==> src/rtl/core/matrix_multiply_engine_top_macros.svh <==
// Assertion macros shared by the matrix multiply engine RTL.
`ifndef MATRIX_MULTIPLY_ENGINE_TOP_MACROS_SVH
`define MATRIX_MULTIPLY_ENGINE_TOP_MACROS_SVH

// Same-cycle implication, checked on every rising edge outside reset.
`define MME_ASSERT_IMP(lbl, ante, cons, msg) \
    lbl: assert property (@(posedge i_clk) disable iff (!i_rst_n) (ante) |-> (cons)) \
        else $error(msg);

// Next-cycle implication, checked on every rising edge outside reset.
`define MME_ASSERT_NXT(lbl, ante, cons, msg) \
    lbl: assert property (@(posedge i_clk) disable iff (!i_rst_n) (ante) |=> (cons)) \
        else $error(msg);

`endif

==> src/rtl/core/mme_pkg.sv <==
// Shared types, codes and defaults of the matrix multiply engine.
`timescale 1ns / 1ps
`default_nettype none

package mme_pkg;

    localparam int DEF_MAX_DIM    = 32;
    localparam int DEF_ELEM_WIDTH = 16;

    localparam int FIELD_ELEM_W = 16;   // width of the value field
    localparam int IDX_W        = 5;    // width of row and column fields
    localparam int DIM_W        = 6;    // width of a dimension register
    localparam int CFG_IDX_W    = 2;
    localparam int PROD_W       = 32;

    localparam logic [1:0] MODE_LOAD_A  = 2'd0;
    localparam logic [1:0] MODE_LOAD_B  = 2'd1;
    localparam logic [1:0] MODE_COMPUTE = 2'd2;

    localparam logic [CFG_IDX_W-1:0] CFG_ROWS_A    = 2'd0;
    localparam logic [CFG_IDX_W-1:0] CFG_INNER_DIM = 2'd1;
    localparam logic [CFG_IDX_W-1:0] CFG_COLS_B    = 2'd2;

    typedef enum logic [2:0] {
        ST_IDLE,
        ST_ISSUE,
        ST_WAIT,
        ST_DRAIN,
        ST_BAD
    } t_state;

    // Control that travels with one A element along the cell chain.
    typedef struct packed {
        logic v;
        logic first;
        logic last;
        logic zero;
    } t_beat_ctl;

endpackage

`default_nettype wire

==> src/rtl/core/mme_cell.sv <==
// One multiply-accumulate cell of the chain: holds one column of B.
`timescale 1ns / 1ps
`default_nettype none

module mme_cell #(
    parameter int EW    = 16,
    parameter int IW    = 5,
    parameter int ACC_W = 38,
    parameter int COL   = 0
) (
    input  wire                     i_clk,
    input  wire                     i_rst_n,
    input  wire logic signed [EW-1:0]    i_a,
    input  wire logic [IW-1:0]           i_k,
    input  wire mme_pkg::t_beat_ctl      i_ctl,
    output logic signed [EW-1:0]         o_a,
    output logic [IW-1:0]                o_k,
    output mme_pkg::t_beat_ctl           o_ctl,
    input  wire logic                    i_wen,
    input  wire logic [IW-1:0]           i_wcol,
    input  wire logic [IW-1:0]           i_waddr,
    input  wire logic signed [EW-1:0]    i_wdata,
    input  wire logic                    i_shift,
    input  wire logic signed [ACC_W-1:0] i_res,
    output logic signed [ACC_W-1:0]      o_res,
    output logic                         o_done
);
    import mme_pkg::*;

    logic signed [EW-1:0]    b_mem [0:(1 << IW)-1];

    logic signed [EW-1:0]    r_a;
    logic signed [EW-1:0]    r_b;
    logic [IW-1:0]           r_k;
    t_beat_ctl               r_ctl;
    logic signed [2*EW-1:0]  r_prod;
    t_beat_ctl               r_pctl;
    logic signed [ACC_W-1:0] r_acc;
    logic signed [ACC_W-1:0] r_res;
    logic                    r_done;

    logic                    w_we;
    logic signed [ACC_W-1:0] w_base;
    logic signed [ACC_W-1:0] w_sum;

    assign w_we   = i_wen && (i_wcol == IW'(COL));
    assign w_base = r_pctl.first ? '0 : r_acc;
    assign w_sum  = w_base + ACC_W'(r_prod);

    // Column store, B read at incoming k, multiply and accumulate.
    always_ff @(posedge i_clk) begin
        if (w_we) begin
            b_mem[i_waddr] <= i_wdata;
        end
        r_b <= b_mem[i_k];
        r_a <= i_a;
        r_k <= i_k;
        if (r_ctl.zero) begin
            r_prod <= '0;
        end else begin
            r_prod <= (2*EW)'(r_a) * (2*EW)'(r_b);
        end
        if (r_pctl.v) begin
            r_acc <= w_sum;
        end
        if (r_pctl.v && r_pctl.last) begin
            r_res <= w_sum;
        end else if (i_shift) begin
            r_res <= i_res;
        end
    end

    always_ff @(posedge i_clk) begin
        if (!i_rst_n) begin
            r_ctl  <= '0;
            r_pctl <= '0;
            r_done <= 1'b0;
        end else begin
            r_ctl  <= i_ctl;
            r_pctl <= r_ctl;
            r_done <= r_pctl.v && r_pctl.last;
        end
    end

    assign o_a    = r_a;
    assign o_k    = r_k;
    assign o_ctl  = r_ctl;
    assign o_res  = r_res;
    assign o_done = r_done;

endmodule

`default_nettype wire

==> config.mk <==
export PLATFORM = sky130hd
export DESIGN_NAME = mme_cell
export DESIGN_NICKNAME = d
export VERILOG_FILES = /design/src/rtl/core/matrix_multiply_engine_top_macros.svh /design/src/rtl/core/mme_pkg.sv /design/src/rtl/core/mme_cell.sv
export SDC_FILE = /design/constraint.sdc
export NUM_CORES = 1
export LEC_CHECK = 0
export BUFFER_PORTS_ARGS = -buffer_cell sky130_fd_sc_hd__buf_2
export CAP_MARGIN = 25
export CORE_AREA = 2 2 335 204
export CTS_CLUSTER_SIZE = 28
export DETAILED_ROUTE_END_ITERATION = 10
export DIE_AREA = 0 0 337 206
export HOLD_SLACK_MARGIN = 0.03
export PLACE_DENSITY = 0.75
export RECOVER_POWER = 100
export SLEW_MARGIN = 20
export SYNTH_ARGS = -nofsm -noshare
export SYNTH_HDL_FRONTEND = slang
export SYNTH_SLANG_ARGS = --single-unit
export TNS_END_PERCENT = 30
==> constraint.sdc <==
create_clock -name i_clk -period 6.3 [get_ports i_clk]
set_input_delay 0 -clock i_clk [delete_from_list [all_inputs] [get_ports i_clk]]
set_output_delay 0 -clock i_clk [all_outputs]
set_load 0.005 [all_outputs]
==> summary by stage <==
Outcome
The run finished, with violations left. The checks that failed: max-capacitance violations, max-slew violations.

Clock tree
The H-tree generated during clock tree synthesis spans 2 levels. The clock sink count is 665. The post-CTS setup-driven buffer insertion count is 0. Counting the buffers created by CTS gives 57. The buffer levels on the longest clock path is 3.

The CTS root buffer is sky130_fd_sc_hd__clkbuf_16. The CTS tree is yes. For the worst-skew pair, the clock arrives at the later sink with an insertion delay of 0.67 ns. The clock transition time at the flip-flop clock pins of the worst setup and hold paths is 0.07 ns.

Global routing
The largest net degree at the start of global routing is 90. The number of antenna violations at the first check in global routing came to 1. The overall routing resource usage is 25.23%. The number of global-route vias before repair is 22515. The first global-routing pass estimated about 130 mm of wire.

The residual overflow from global routing is 0.

Die
The site row count is 74. The floorplan step set the die width to 337 µm. The overall die area is 0.06942 mm².

The die height is 206 µm. The core box area is 0.06694 mm². The initial utilization of the core area, before any placement, comes to 54.22%.

The number of top-level pins is around 160.

Critical path
The worst reg-to-reg setup slack is 0.19 ns. The kind of critical path is flop to flop. The endpoint kind of the worst setup timing path is a flop.

For the worst setup path, the data required time is ~7 ns. The worst setup path is launched from a flop. STA puts the critical path data arrival time at 6.62 ns. In this run the worst path has a maximum fanout of 16.

Cells and area
The number of fill cells is approximately 4900. For this run, the post-layout net count is 3298. Registers take 0.01922 mm². The share of layout cells above drive strength 1 is between 10% and 20%.

The area growth from synthesis to layout is 14.19%. The area of combinational cells with multiple inputs is 0.01566 mm².

Run
Max-cap violations in this run came to 11.

Placement
The pre-CTS worst setup slack is -0.07926 ns. The number of buffers inserted by port buffering is 156. Detailed placement ended at an HPWL of between 50 and 60 mm. At the end of routability-driven placement, the weighted congestion stood at a little over 0.9.

STA
The maximum clock frequency is 163.6 MHz. The hold violation total from the final report is 0. Setup slack closes at 0.1878 ns. Setup repair after global routing left no endpoint under its margin. The actual slew at the worst max-slew pin is around 3.4 ns. The setup-violating endpoint count in the final report is 0. The number of max-slew violations in the final report is roughly 330. Counting I/O delays and the setup requirement, the final critical path takes about 6.1 ns. The worst hold margin is 0.1152 ns. The final critical path takes up 97.02% of the cycle. Clock skew on the completed layout was measured at 0.04789 ns. Headroom to the max-slew limit came out at -126.2%.

Routing
Wires add up to 83.52 mm. The DRC violation count after routing is 0. The average wire per standard cell is approximately 22 µm. The detailed router finished its first iteration with 2506 violations. The length of routed wiring on met1 is 37.19 mm. In the detailed route, the total length drawn on met2 is 36.21 mm.

The total met3 wirelength after detailed routing is about 8.7 mm. The via-per-instance ratio is around 5.7. The routed layout has 21720 vias. The number of nets still failing antenna checks after routing is 0. The highest routing layer actually used is met4. The number of search-and-repair iterations in the first detailed-routing pass is 5.

Yosys
In this run the biggest area consumer among cell types represents 48.64% of the synthesized area. In this run the cell area of the synthesized design comes to 0.03630 mm². By area the synthesized netlist is led by sky130_fd_sc_hd__edfxtp_1, sky130_fd_sc_hd__fa_1, sky130_fd_sc_hd__mux4_2, sky130_fd_sc_hd__dfxtp_1, sky130_fd_sc_hd__ha_1. The most numerous cell in the Yosys netlist is sky130_fd_sc_hd__edfxtp_1. The share of flip-flops with an asynchronous set or reset after synthesis is 0%. For this run, the number of Yosys warnings is 0. The count of state elements after synthesis is 665.

The share of the Yosys chip area taken by registers is 52.89%. In the synthesized netlist, the cells that appear most often are sky130_fd_sc_hd__edfxtp_1, sky130_fd_sc_hd__inv_1, sky130_fd_sc_hd__fa_1. Among all flip-flop cells after synthesis, the most frequent one is sky130_fd_sc_hd__edfxtp_1. The number of enable flip-flop cells after synthesis is between 500 and 600. The cell taking the most area after synthesis is sky130_fd_sc_hd__edfxtp_1. The mean cell area of the mapped netlist is 14.50 µm². Yosys mapped the design onto 67 distinct sky130hd cell types. Synthesis handed over a netlist of 2503 instances. The post-synth net total is 2978.

Worst hold path
The min-delay analysis places its worst path in the category input pin to flop.
-- layout make-up --
| type | instances | area share (%) |
|---|---|---|
| clock inverters | 41 | 1.126 |
| flip-flops and latches | 665 | 46.37 |
| diodes | 1 | 0.006037 |
| inverters | 298 | 2.699 |
| well taps | 912 | 2.753 |
| repair buffers | 354 | 5.777 |
| multi-input cells | 1447 | 37.77 |
| clock buffers | 64 | 3.504 |
-- cells by family (layout without fill, tap and decap cells) --
kind of cell / count (synthesis) / in the layout / synth area share (%)
AO/OA/AOI/OAI: 210 / 210 / 3.864
XOR/XNOR: 62 / 62 / 1.496
adder cells (fa/ha/maj): 382 / 382 / 18.61
buffers and inverters: 391 / 757 / 4.067
flip-flops: 665 / 665 / 52.89
multiplexers: 192 / 192 / 10.91
other: 0 / 1 / 0
AND/OR/NAND/NOR: 601 / 601 / 8.162
-- cell usage in the layout, fill, tap and decap left out, drive strengths merged, types with 100 or more instances in the layout --
cell	instances
and2	143
buf	141
clkbuf	170
dlygate4sd3	107
edfxtp	588
fa	263
ha	119
inv	298
mux4	160
nand2	211
nor2	100
-- routing by layer --
metal | GRT usage, % | up-vias
met4 | 5.102 | 0
li1 | - | 9493
met3 | 5.864 | 101
met2 | 36.40 | 997
met5 | 0 | -
met1 | 39.43 | 11129
-- sequential cells by signal (all words and copies together), names as in the netlist --
signal / cells
o_res: 38
o_ctl: 4
b_mem: 512
o_k: 5
r_acc: 38
o_done: 1
r_pctl: 3
o_a: 16
r_prod: 32
r_b: 16
-- stage by stage --
| stage | cell area, µm² | util (%) | setup TNS, ns | instances |
|---|---|---|---|---|
| finish | 41450 | 61.92 | 0 | 3782 |
| global route | 41450 | 61.92 | 0 | 3781 |
| CTS | 41600 | 62.14 | 0 | 3777 |
| detailed placement | 38620 | 57.69 | -0.2467 | 3567 |
| global placement | 38600 | 57.67 | 0 | 3566 |
| floorplan | 36300 | - | 0 | 2503 |
-- critical path, cell delays in order, from the launching register on --
cell and delay, ns:
sky130_fd_sc_hd__dfxtp_1 0.81, sky130_fd_sc_hd__nand2_1 0.15, sky130_fd_sc_hd__fa_1 0.51, sky130_fd_sc_hd__inv_1 0.05
sky130_fd_sc_hd__fa_1 0.56, sky130_fd_sc_hd__fa_1 0.43, sky130_fd_sc_hd__fa_1 0.48, sky130_fd_sc_hd__fa_1 0.50
sky130_fd_sc_hd__inv_1 0.05, sky130_fd_sc_hd__fa_1 0.47, sky130_fd_sc_hd__inv_1 0.04, sky130_fd_sc_hd__ha_1 0.39
sky130_fd_sc_hd__and3_1 0.21, sky130_fd_sc_hd__and2_0 0.20, sky130_fd_sc_hd__o2bb2ai_1 0.16, sky130_fd_sc_hd__a211o_1 0.17
sky130_fd_sc_hd__nand4_1 0.15, sky130_fd_sc_hd__a21boi_1 0.25, sky130_fd_sc_hd__mux2i_1 0.22, sky130_fd_sc_hd__o311ai_0 0.15
-- worst paths after layout --
check | startpoint | endpoint | cells after the start
max | r_b[12] | r_prod[24] | 19
min | i_waddr[1] | b_mem[28][6] | 3
max reg2reg | r_b[12] | r_prod[24] | 19
min reg2reg | o_ctl[2] | r_pctl[2] | 1
-- timing repair --
item                       CTS  global route
hold endpoints to repair   627            14
gates resized for setup      3            29
setup endpoints to repair    6            12
pin swaps                    0             4
hold buffers               105             2
Power is left out: the tool's default activity adds up to more than one toggle a clock period on the data nets, which glitch-free logic cannot reach.
